File: config.mk
export PLATFORM = sky130hd
export DESIGN_NAME = adc_scan_channel_list_top_flat
export DESIGN_NICKNAME = d
export VERILOG_FILES = /design/src/hdl/adcsl_pkg.sv /design/src/hdl/adcsl_if.sv /design/src/hdl/adc_scan_channel_list_top.sv /design/src/hdl/adcsl_ram.sv /design/src/flat_wrapper.sv
export SDC_FILE = /design/constraint.sdc
export NUM_CORES = 1
export LEC_CHECK = 0
export ABC_AREA = 1
export BUFFER_PORTS_ARGS = -buffer_cell sky130_fd_sc_hd__buf_2
export CORE_MARGIN = 1.5
export CORE_UTILIZATION = 61
export CTS_CLUSTER_DIAMETER = 150
export CTS_CLUSTER_SIZE = 24
export DETAILED_ROUTE_END_ITERATION = 7
export PLACE_DENSITY = 0.8
export SYNTH_ARGS = -nofsm -noshare
export SYNTH_HDL_FRONTEND = slang
export SYNTH_SLANG_ARGS = --single-unit
File: constraint.sdc
create_clock -name clk_i -period 2.15 [get_ports clk_i]
set_input_delay 0.1075 -clock clk_i [delete_from_list [all_inputs] [get_ports clk_i]]
set_output_delay 0.1075 -clock clk_i [all_outputs]
set_load 0.05 [all_outputs]
File: src/hdl/adcsl_pkg.sv
// Shared types and constants for the converter scan channel list.
package adcsl_pkg;

  localparam int MAX_CHANNELS = 8;
  localparam int IDX_W        = $clog2(MAX_CHANNELS);
  localparam int CNT_W        = $clog2(MAX_CHANNELS + 1);

  localparam int KIND_W = 2;
  localparam int CH_W   = 3;
  localparam int ST_W   = 3;
  localparam int LCNT_W = 4;

  typedef enum logic [KIND_W-1:0] {
    KIND_ADD    = 2'd0,
    KIND_REMOVE = 2'd1,
    KIND_FIND   = 2'd2,
    KIND_READ   = 2'd3
  } kind_e;

  typedef enum logic [ST_W-1:0] {
    ST_OK     = 3'd0,
    ST_FULL   = 3'd1,
    ST_DUP    = 3'd2,
    ST_ABSENT = 3'd3,
    ST_RANGE  = 3'd4
  } status_e;

  typedef enum logic [2:0] {
    S_IDLE,
    S_LOOKUP,
    S_SHIFT_RD,
    S_SHIFT_WR,
    S_RESULT
  } state_e;

endpackage

File: src/hdl/adcsl_if.sv
// Request and response channel interfaces of the scan channel list.
interface adcsl_req_if import adcsl_pkg::*; ();
  logic              valid;
  logic              ready;
  kind_e             kind;
  logic [CH_W-1:0]   channel_id;
  logic [CH_W-1:0]   slot;

  modport source (output valid, kind, channel_id, slot, input ready);
  modport sink   (input valid, kind, channel_id, slot, output ready);
endinterface

interface adcsl_rsp_if import adcsl_pkg::*; ();
  logic              valid;
  logic              ready;
  status_e           status;
  logic              present;
  logic [CH_W-1:0]   found_slot;
  logic [CH_W-1:0]   slot_channel;
  logic [LCNT_W-1:0] list_count;

  modport source (output valid, status, present, found_slot, slot_channel, list_count,
                  input ready);
  modport sink   (input valid, status, present, found_slot, slot_channel, list_count,
                  output ready);
endinterface

File: src/hdl/adc_scan_channel_list_top.sv
// Scan channel list top level: keeps an ordered list of converter channels in one RAM and
// the channel-to-position map in a second RAM with valid flags in flops, cleared at reset.
// One request word is handled at a time. A remove walks the scan list RAM one entry at a
// time for each entry behind the removed one: a read state, then a write state that puts
// the entry back one position lower along with the moved channel's new map position.
// A new request is taken while the previous response word still waits in the output
// register.
module adc_scan_channel_list_top import adcsl_pkg::*; (
  input  logic  clk_i,
  input  logic  rst_ni,
  adcsl_req_if.sink   req_i,
  adcsl_rsp_if.source rsp_o
);

  state_e state_q, state_d;

  kind_e             kind_q;
  logic [CH_W-1:0]   ch_q;
  logic [CH_W-1:0]   slot_q;
  logic [CNT_W-1:0]  idx_q, idx_d;
  logic [CNT_W-1:0]  count_q, count_d;
  logic [MAX_CHANNELS-1:0] valid_q, valid_d;

  status_e           res_status_q, res_status_d;
  logic              res_present_q, res_present_d;
  logic [CH_W-1:0]   res_found_q, res_found_d;
  logic [CH_W-1:0]   res_slot_ch_q, res_slot_ch_d;

  logic              out_valid_q;
  status_e           out_status_q;
  logic              out_present_q;
  logic [CH_W-1:0]   out_found_q;
  logic [CH_W-1:0]   out_slot_ch_q;
  logic [LCNT_W-1:0] out_count_q;

  logic              req_acc;
  logic              rsp_load;
  logic [IDX_W-1:0]  ch_addr;
  logic              ch_ok;
  logic              ch_valid;
  logic              lk_add;
  logic              lk_remove;
  logic [CNT_W-1:0]  rm_next;
  logic              rm_shift;
  logic [CNT_W-1:0]  idx_inc;
  logic              shift_more;

  logic              scan_we;
  logic [IDX_W-1:0]  scan_waddr;
  logic [CH_W-1:0]   scan_wdata;
  logic [IDX_W-1:0]  scan_raddr;
  logic [CH_W-1:0]   scan_rdata;
  logic              pos_we;
  logic [IDX_W-1:0]  pos_waddr;
  logic [IDX_W-1:0]  pos_wdata;
  logic [IDX_W-1:0]  pos_raddr;
  logic [IDX_W-1:0]  pos_rdata;

  assign req_acc  = req_i.valid && req_i.ready;
  assign rsp_load = (state_q == S_RESULT) && (!out_valid_q || rsp_o.ready);

  assign ch_addr    = IDX_W'(ch_q);
  assign ch_ok      = int'(ch_q) < MAX_CHANNELS;
  assign ch_valid   = valid_q[ch_addr];
  assign rm_next    = CNT_W'(pos_rdata) + CNT_W'(1);
  assign rm_shift   = rm_next < count_q;
  assign idx_inc    = idx_q + CNT_W'(1);
  assign shift_more = idx_inc < count_q;

  // Lookup decode and result selection
  always_comb begin
    res_status_d  = res_status_q;
    res_present_d = res_present_q;
    res_found_d   = res_found_q;
    res_slot_ch_d = res_slot_ch_q;
    lk_add        = 1'b0;
    lk_remove     = 1'b0;
    if (state_q == S_LOOKUP) begin
      res_status_d  = ST_OK;
      res_present_d = 1'b0;
      res_found_d   = '0;
      res_slot_ch_d = '0;
      if (kind_q == KIND_READ) begin
        if (int'(slot_q) >= int'(count_q) || int'(slot_q) >= MAX_CHANNELS) begin
          res_status_d = ST_RANGE;
        end else begin
          res_present_d = 1'b1;
          res_found_d   = slot_q;
          res_slot_ch_d = scan_rdata;
        end
      end else if (!ch_ok) begin
        res_status_d = ST_RANGE;
      end else begin
        case (kind_q)
          KIND_ADD: begin
            if (ch_valid) begin
              res_status_d  = ST_DUP;
              res_present_d = 1'b1;
              res_found_d   = CH_W'(pos_rdata);
            end else if (int'(count_q) >= MAX_CHANNELS) begin
              res_status_d = ST_FULL;
            end else begin
              lk_add        = 1'b1;
              res_present_d = 1'b1;
              res_found_d   = CH_W'(count_q);
            end
          end
          KIND_REMOVE: begin
            if (ch_valid) begin
              lk_remove   = 1'b1;
              res_found_d = CH_W'(pos_rdata);
            end else begin
              res_status_d = ST_ABSENT;
            end
          end
          KIND_FIND: begin
            if (ch_valid) begin
              res_present_d = 1'b1;
              res_found_d   = CH_W'(pos_rdata);
            end else begin
              res_status_d = ST_ABSENT;
            end
          end
          default: begin
            res_status_d = ST_RANGE;
          end
        endcase
      end
    end
  end

  // Next state
  always_comb begin
    state_d = state_q;
    case (state_q)
      S_IDLE: begin
        if (req_acc) state_d = S_LOOKUP;
      end
      S_LOOKUP: begin
        if (lk_remove && rm_shift) state_d = S_SHIFT_RD;
        else state_d = S_RESULT;
      end
      S_SHIFT_RD: begin
        state_d = S_SHIFT_WR;
      end
      S_SHIFT_WR: begin
        if (shift_more) state_d = S_SHIFT_RD;
        else state_d = S_RESULT;
      end
      S_RESULT: begin
        if (rsp_load) state_d = S_IDLE;
      end
      default: begin
        state_d = S_IDLE;
      end
    endcase
  end

  // State updates and memory controls
  always_comb begin
    idx_d      = idx_q;
    count_d    = count_q;
    valid_d    = valid_q;
    scan_we    = 1'b0;
    scan_waddr = IDX_W'(count_q);
    scan_wdata = ch_q;
    pos_we     = 1'b0;
    pos_waddr  = ch_addr;
    pos_wdata  = IDX_W'(count_q);
    scan_raddr = IDX_W'(req_i.slot);
    pos_raddr  = IDX_W'(req_i.channel_id);
    case (state_q)
      S_LOOKUP: begin
        if (lk_add) begin
          scan_we          = 1'b1;
          pos_we           = 1'b1;
          valid_d[ch_addr] = 1'b1;
          count_d          = count_q + CNT_W'(1);
        end
        if (lk_remove) begin
          valid_d[ch_addr] = 1'b0;
          idx_d            = rm_next;
          if (!rm_shift) count_d = count_q - CNT_W'(1);
        end
      end
      S_SHIFT_RD: begin
        scan_raddr = idx_q[IDX_W-1:0];
      end
      S_SHIFT_WR: begin
        scan_we    = 1'b1;
        scan_waddr = IDX_W'(idx_q - CNT_W'(1));
        scan_wdata = scan_rdata;
        pos_we     = 1'b1;
        pos_waddr  = IDX_W'(scan_rdata);
        pos_wdata  = IDX_W'(idx_q - CNT_W'(1));
        idx_d      = idx_inc;
        if (!shift_more) count_d = count_q - CNT_W'(1);
      end
      default: begin
        idx_d = idx_q;
      end
    endcase
  end

  always_ff @(posedge clk_i or negedge rst_ni) begin
    if (!rst_ni) begin
      state_q     <= S_IDLE;
      count_q     <= '0;
      valid_q     <= '0;
      out_valid_q <= 1'b0;
    end else begin
      state_q <= state_d;
      count_q <= count_d;
      valid_q <= valid_d;
      if (rsp_load) out_valid_q <= 1'b1;
      else if (rsp_o.ready) out_valid_q <= 1'b0;
    end
  end

  always_ff @(posedge clk_i) begin
    if (req_acc) begin
      kind_q <= req_i.kind;
      ch_q   <= req_i.channel_id;
      slot_q <= req_i.slot;
    end
    idx_q         <= idx_d;
    res_status_q  <= res_status_d;
    res_present_q <= res_present_d;
    res_found_q   <= res_found_d;
    res_slot_ch_q <= res_slot_ch_d;
    if (rsp_load) begin
      out_status_q  <= res_status_q;
      out_present_q <= res_present_q;
      out_found_q   <= res_found_q;
      out_slot_ch_q <= res_slot_ch_q;
      out_count_q   <= LCNT_W'(count_q);
    end
  end

  adcsl_ram #(
    .WIDTH (CH_W),
    .DEPTH (MAX_CHANNELS)
  ) u_scan_ram (
    .clk_i   (clk_i),
    .we_i    (scan_we),
    .waddr_i (scan_waddr),
    .wdata_i (scan_wdata),
    .raddr_i (scan_raddr),
    .rdata_o (scan_rdata)
  );

  adcsl_ram #(
    .WIDTH (IDX_W),
    .DEPTH (MAX_CHANNELS)
  ) u_pos_ram (
    .clk_i   (clk_i),
    .we_i    (pos_we),
    .waddr_i (pos_waddr),
    .wdata_i (pos_wdata),
    .raddr_i (pos_raddr),
    .rdata_o (pos_rdata)
  );

  assign req_i.ready        = (state_q == S_IDLE);
  assign rsp_o.valid        = out_valid_q;
  assign rsp_o.status       = out_status_q;
  assign rsp_o.present      = out_present_q;
  assign rsp_o.found_slot   = out_found_q;
  assign rsp_o.slot_channel = out_slot_ch_q;
  assign rsp_o.list_count   = out_count_q;

endmodule

File: src/hdl/adcsl_ram.sv
// Generic single write port RAM with registered read.
module adcsl_ram #(
  parameter int WIDTH = 8,
  parameter int DEPTH = 8
) (
  input  logic                     clk_i,
  input  logic                     we_i,
  input  logic [$clog2(DEPTH)-1:0] waddr_i,
  input  logic [WIDTH-1:0]         wdata_i,
  input  logic [$clog2(DEPTH)-1:0] raddr_i,
  output logic [WIDTH-1:0]         rdata_o
);

  logic [WIDTH-1:0] mem_q [DEPTH];
  logic [WIDTH-1:0] rdata_q;

  always_ff @(posedge clk_i) begin
    if (we_i) begin
      mem_q[waddr_i] <= wdata_i;
    end
    rdata_q <= mem_q[raddr_i];
  end

  assign rdata_o = rdata_q;

endmodule
File: src/flat_wrapper.sv
// flat-port wrapper written by rule: the top's interface ports become plain ports
module adc_scan_channel_list_top_flat import adcsl_pkg::*;
  (clk_i, rst_ni, req_i_valid, req_i_kind, req_i_channel_id, req_i_slot, req_i_ready, rsp_o_valid, rsp_o_status, rsp_o_present, rsp_o_found_slot, rsp_o_slot_channel, rsp_o_list_count, rsp_o_ready);
  adcsl_req_if req_i_i ();
  adcsl_rsp_if rsp_o_i ();
  input  logic clk_i;
  input  logic rst_ni;
  input wire logic [$bits(req_i_i.valid)-1:0] req_i_valid;
  input wire logic [$bits(req_i_i.kind)-1:0] req_i_kind;
  input wire logic [$bits(req_i_i.channel_id)-1:0] req_i_channel_id;
  input wire logic [$bits(req_i_i.slot)-1:0] req_i_slot;
  output wire logic [$bits(req_i_i.ready)-1:0] req_i_ready;
  output wire logic [$bits(rsp_o_i.valid)-1:0] rsp_o_valid;
  output wire logic [$bits(rsp_o_i.status)-1:0] rsp_o_status;
  output wire logic [$bits(rsp_o_i.present)-1:0] rsp_o_present;
  output wire logic [$bits(rsp_o_i.found_slot)-1:0] rsp_o_found_slot;
  output wire logic [$bits(rsp_o_i.slot_channel)-1:0] rsp_o_slot_channel;
  output wire logic [$bits(rsp_o_i.list_count)-1:0] rsp_o_list_count;
  input wire logic [$bits(rsp_o_i.ready)-1:0] rsp_o_ready;
  assign req_i_i.valid = req_i_valid;
  assign req_i_i.kind = req_i_kind;
  assign req_i_i.channel_id = req_i_channel_id;
  assign req_i_i.slot = req_i_slot;
  assign req_i_ready = req_i_i.ready;
  assign rsp_o_valid = rsp_o_i.valid;
  assign rsp_o_status = rsp_o_i.status;
  assign rsp_o_present = rsp_o_i.present;
  assign rsp_o_found_slot = rsp_o_i.found_slot;
  assign rsp_o_slot_channel = rsp_o_i.slot_channel;
  assign rsp_o_list_count = rsp_o_i.list_count;
  assign rsp_o_i.ready = rsp_o_ready;
  adc_scan_channel_list_top u_core (.clk_i(clk_i), .rst_ni(rst_ni), .req_i(req_i_i), .rsp_o(rsp_o_i));
endmodule
======== Yosys cells after proc, flatten, opt, wreduce, memory -nomap -nowiden ========
Memories as Yosys holds them, arrays and structs flattened. A register that Yosys moved wholly into a read port is not among the register bits.
Index checks and enable logic that the tools add are counted.
W data, S select, Z words.
storage, ports and cells
  flip-flop bits (word level) ............. 52
  RAM bits ................................ 48
  input bits .............................. 12
  output and inout port bits .............. 16
  word-level logic and storage cells ...... 113
  memories ................................ 2
memory list
  memory                   words  bits a word  rd ports  clocked after Yosys merged registers in  wr ports  RTL line         RTL
  u_core.u_pos_ram.mem_q   8      3            1         1                                        1         adcsl_ram.sv:14  logic [WIDTH-1:0] mem_q [DEPTH];
  u_core.u_scan_ram.mem_q  8      3            1         1                                        1         adcsl_ram.sv:14
cells by class
  $add $sub $neg .......................... 5
  order comparisons ....................... 6
  equality and inequality tests ........... 11
  multiplexer cells ....................... 53
  bitwise gates (word level) .............. 4
  reductions and logical operators ........ 15
operators with widths
  operator               number
  $mux W3                15
  $mux W8                3
  $mux W1                20
  $mux W4                5
  $pmux W4 S2            2
  $pmux W3 S5            1
  $pmux W3 S2            2
  $add A4 B1 Y4 const B  2
  $and A8 B8 Y8          1
  $lt A4 B4 Y1           2
  $not A8 Y8             1
  $or A8 B8 Y8           1
  $eq A3 B2 Y1 const B   2
  $reduce_and A2 Y1      3
  $add A3 B1 Y4 const B  1
  $eq A2 B2 Y1 const B   2
  $ge A3 B4 Y1           1
  $ge A4 B4 Y1 const B   1
  $logic_and A1 B1 Y1    4
  $lt A3 B4 Y1 const B   1
  $ne A2 B1 Y1 const B   2
  $ne A2 B2 Y1 const B   2
  $pmux W1 S2            2
  $reduce_bool A2 Y1     2
  15 further kinds       16

======== Logic depth before layout (Yosys ltp) ========
  word-level depth ........................ 10
  depth in mapped cells ................... 13
  mapped depth without buffers ............ 12

======== By module ========
Synthesis repeated with hierarchy kept, for this count alone.
unflattened totals
  cells, all modules ...................... 544
  area total of the unflattened synthesis .. 5178.7 um^2
modules (own cells, without submodules)
  module                     instances  cells each  area an instance (um^2)  sequential area each (um^2)
  adc_scan_channel_list_top  1          296         2824.0                   1481.4
  adcsl_ram                  2          124         1177.4                   780.7

======== Worst setup path after synthesis ========
OpenSTA, ideal clock, no wires.
  path kind ............................... reg-to-reg
  start point ............................. reg u_core.idx_q[0]
  end point ............................... reg u_core.count_q[0]
  library setup time ...................... 124 ps
  arrival time ............................ 1795 ps
  data required time ...................... 2026 ps
  slack ................................... 231 ps
  stages on the path, launching flop included .. 11
  path buffers ............................ 0
  period minus slack after synthesis ...... 1919 ps
  cells stage by stage .................... edfxtp_1 ha_1 xnor2_1 inv_1 ha_1 nand2_1 o21ai_0 a21oi_2 inv_1 nand2_1 xor2_1
between the ends
  cells in the longest elaborated chain, start to end .. 4
RTL lines
  what                         RTL line                          RTL
  from (decl)                  adc_scan_channel_list_top.sv:20   logic [CNT_W-1:0] idx_q, idx_d;
  from (signal assigned)       adc_scan_channel_list_top.sv:226  idx_q <= idx_d;
  $add A4 B1 Y4                adc_scan_channel_list_top.sv:67   assign idx_inc = idx_q + CNT_W'(1);
  $lt A4 B4 Y1                 adc_scan_channel_list_top.sv:68   assign shift_more = idx_inc < count_q;
  $ne A2 B2 Y1 (no line)       n/a
  $reduce_and A2 Y1 (no line)  n/a
  to (signal assigned)         adc_scan_channel_list_top.sv:213  count_q <= count_d;
  to (decl)                    adc_scan_channel_list_top.sv:21   logic [CNT_W-1:0] count_q, count_d;
No other way between the ends.
A chain may end at the register's enable or synchronous reset.

======== Worst setup path after layout ========
  start point ............................. reg u_core.kind_q[0]
  end point ............................... mem u_core.u_pos_ram.mem_q[4][2] (netlist name) (enable)
between the ends
  cells in the longest elaborated chain, start to end .. 8
  elaborated cells between the ends (all ways) .. 9
  those cells by class .................... eq/ne (1); mux (7); reduce/logical (1)
RTL lines
  what                               RTL line                          RTL
  from (decl)                        adc_scan_channel_list_top.sv:17   kind_e kind_q;
  from (signal assigned)             adc_scan_channel_list_top.sv:222  kind_q <= req_i.kind;
  $logic_not A2 Y1                   adc_scan_channel_list_top.sv:94   case (kind_q)
  $mux W1                            adc_scan_channel_list_top.sv:94
  $mux W1 (*)                        adc_scan_channel_list_top.sv:83   if (kind_q == KIND_READ) begin
  $mux W1 (*)                        adc_scan_channel_list_top.sv:78   if (state_q == S_LOOKUP) begin
  $mux W1 (*)                        adc_scan_channel_list_top.sv:174  if (lk_add) begin
  $pmux W1 S2 (*)                    adc_scan_channel_list_top.sv:172  case (state_q)
  $mux W1 (*)                        adcsl_ram.sv:18                   if (we_i) begin
  $mux W1 (not written as such) (*)  adcsl_ram.sv:19                   mem_q[waddr_i] <= wdata_i;
  to (decl)                          adcsl_ram.sv:14
Mark *: on every way between the ends. The rest lies on a longest branch, timed or not.

==> results_dict.tcl <==
set metrics [dict create \
    diodes 0 \
    via_per_inst 5.59 \
    detail_route.iter0.violations 246 \
    layout-drive-gt1-share_pct 18.4 \
    ios 28 \
    muxShareOfSynthArea_pct 0 \
    grt_max_degree 20 \
    nFillCells 540 \
    grt_pass1_wl_mm 15.8 \
    async_flop_share_pct 15.1 \
    grt_pass1_vias 3509 \
    area.growth.synth_to_final_pct 13.8 \
    coreArea_um2 7810 \
    synth_top_cell_by_area "edfxtp_1" \
    period_needed_ps 2100 \
    syn_avg_cell_area_um2 10.3 \
    synth.area.top_cells "edfxtp_1 (51%), dfrtp_1 (8.1%), nand2_1 (5.8%)" \
    cts_tree "built" \
    antenna_found_initial 0 \
    worstSetupPathType "reg -> reg" \
    p_leak_nw 2.43 \
    wl_per_cell_um 15.2 \
    synth_cell_types 37 \
    syn_nets 509 \
    synth_top_family_by_area "simple AND/OR/NAND/NOR gates" \
    clock_path_buffers 2 \
    critPathCaptureType "register" \
    htreeDepth 3 \
    clk_pin_slew_ps 110 \
    via_count 3641 \
    cp-start-kind "register" \
    fin_skew_ps 19.4 \
    synth_ff_type "edfxtp_1" \
    start_util_pct 63.5 \
    max_cap_violations 0 \
    path_max_fanout 4 \
    ant_nets 0 \
    synth_compound_area_share_pct 8.91 \
    final-max-slew-violation-count 0 \
    fmax_ghz 0.477 \
    nets 574 \
    ys_warn_count 0 \
    synthXorXnorAreaFrac_pct 1.24 \
    power_density_nw_per_um2 1120 \
    fp.dieH_um 93.1 \
    cts_buffers 9 \
    track_usage_pct 24.2 \
    ys_seq_area_share_pct 61.4 \
    worstPathArrival_ps 2170 \
    pre_cts_slack_ps 33.2 \
    dr.pass1.iters 5 \
    peakVddDrop_v 0.000719 \
    setup_viol 0 \
    synth_top_area_share_pct 50.9 \
    dieArea_um2 8670 \
    period_share_pct 97.6 \
    syn_area_um2 4950 \
    rsz0062_at_grt "yes" \
    synth_seq_cells 106 \
    wl_mm 9.86 \
    worstMarginPinSlew_ps 410 \
    clock-sinks 106 \
    slew_headroom_pct 72.5 \
    synth_cells 479 \
    min_path_type "in -> reg" \
    rows 32 \
    drc_errors 0 \
    root_buffer "clkbuf_8" \
    synth_fa_ha_area_share_pct 4.55 \
    timing.final.ws_setup_ps 52.7 \
    gp_congestion 0.885 \
    port_buffers 27 \
    grt-ovfl-total 0 \
    status "completed" \
    place_hpwl_mm 7.32 \
    yosys.area_share.simple_pct 17.9 \
    hold_viol 0 \
    worstPathRequired_ps 2230 \
    chipWidth_um 93.1 \
    clkLatencyLatePin_ps 380 \
    holdWs_ps 20.1 \
    synth_edf_count 84 \
]
-- path summary, 6_finish.rpt --
path	start	end	slack, ps	cells after the start
min	req_i_channel_id[1]	u_core.ch_addr[1]	20	1
max	u_core.kind_q[0]	u_core.u_pos_ram.mem_q[4][2]	50	8
min reg2reg	u_core.res_slot_ch_q[0]	u_core.rsp_o.slot_channel[0]	430	0
max reg2reg	u_core.kind_q[0]	u_core.u_pos_ram.mem_q[4][2]	50	8
min in group asynchronous	rst_ni	u_core.count_q[3]	160	2
max in group asynchronous	rst_ni	u_core.count_q[0]	1720	2
-- worst max-delay path, cell delays in order (launching register included) --
cell,delay (ps)
edfxtp_1,460
ha_1,270
inv_1,80
nand2_1,90
nor2_1,180
nand3_1,150
nand2_2,140
nand2_1,210
nor2_2,210
-- power by group --
group	internal, W	switching (W)	leakage (nW)
Combinational	0.000749	0.00155	1.30
Sequential	0.00272	0.000167	1.03
Clock	0.000438	0.000693	0.0927
Total	0.00391	0.00241	2.43
-- metal layers --
layer	GRT usage, %	wire length [µm]	up-vias	share of wire, %
met1	29.3	3940	1722	40
met2	41.4	5050	137	51
met3	4.55	557	28	5.6
met5	0	0	-	0
li1	-	-	1754	-
met4	12.1	319	0	3.2
-- state kept, by name, indices dropped and copies added (netlist names), 4 cells and up --
name / flops
u_core.count_q: 4
u_core.valid_q: 8
u_core.u_pos_ram.mem_q: 24
u_core.idx_q: 4
u_core.u_scan_ram.mem_q: 24
u_core.rsp_o.list_count: 4
-- layout by cell type (no fill, tap or decap), types with 5 or more instances in the layout --
cell type / Yosys / routed
a21oi_1: 10 / 10
a22oi_1: 8 / 8
buf_2: 1 / 27
buf_4: 0 / 26
clkbuf_8: 0 / 9
dfrtp_1: 16 / 16
dfxtp_1: 6 / 6
dlygate4sd3_1: 0 / 8
edfxtp_1: 84 / 84
ha_1: 18 / 18
inv_1: 56 / 56
inv_2: 5 / 5
nand2_1: 76 / 76
nand2_2: 8 / 8
nand3_1: 32 / 32
nor2_1: 71 / 65
nor2_2: 0 / 6
o21ai_0: 33 / 31
o21ai_1: 7 / 8
o22ai_1: 9 / 9
-- final cells by class --
cell class | count | area, µm² | share of cell area, %
inverters | 63 | 241 | 4.28
clock buffers | 10 | 128 | 2.26
well taps | 102 | 128 | 2.26
repair buffers | 61 | 410 | 7.28
multi-input cells | 303 | 1640 | 29.1
clock inverters | 6 | 51.3 | 0.909
flip-flops and latches | 106 | 3040 | 53.9
-- Yosys cell counts, types with 2 or more instances --
cell type	number
a31oi_1	3
buf_6	4
nor2_1	71
nor3_1	2
a21oi_1	10
o21ai_0	33
nor2_4	3
dfxtp_1	6
a22oi_1	8
xor2_1	3
inv_1	56
o22ai_1	9
dfrtp_1	16
nand2_1	76
nand2_2	8
nand3_2	2
nand4_1	3
o21ai_1	7
edfxtp_1	84
inv_2	5
a21oi_2	2
clkbuf_1	2
ha_1	18
nand3_1	32
xnor2_1	4
-- per-stage QoR --
| stage | cell area, µm² | utilization, % | setup TNS, ps | total power (W) | instances |
|---|---|---|---|---|---|
| floorplan | 4950 | - | 0 | 0.00441 | 479 |
| global placement | 5330 | 68.3 | 0 | 0.00503 | 624 |
| detailed placement | 5330 | 68.3 | 0 | 0.00513 | 624 |
| CTS | 5590 | 71.6 | 0 | 0.00626 | 648 |
| global route | 5640 | 72.2 | -1160 | 0.00666 | 651 |
| finish | 5640 | 72.2 | 0 | 0.00632 | 651 |
-- cells by family after synthesis --
kind of cell               Yosys count
DFF                                106
adders and majority gates           18
xor gates and xnor gates             7
buffers and inverters               70
AOI/OAI and AO/OA                   77
and+or+nand+nor                    201
-- timing repair --
action                                 4_1_cts  5_1_grt
gates resized for setup                      0       10
hold buffers                                 8        0
endpoints found under the hold margin       23        0
buffers inserted                             0        3
setup endpoints to repair                    0       54
Note: power is estimated with default switching activity, not from simulation.
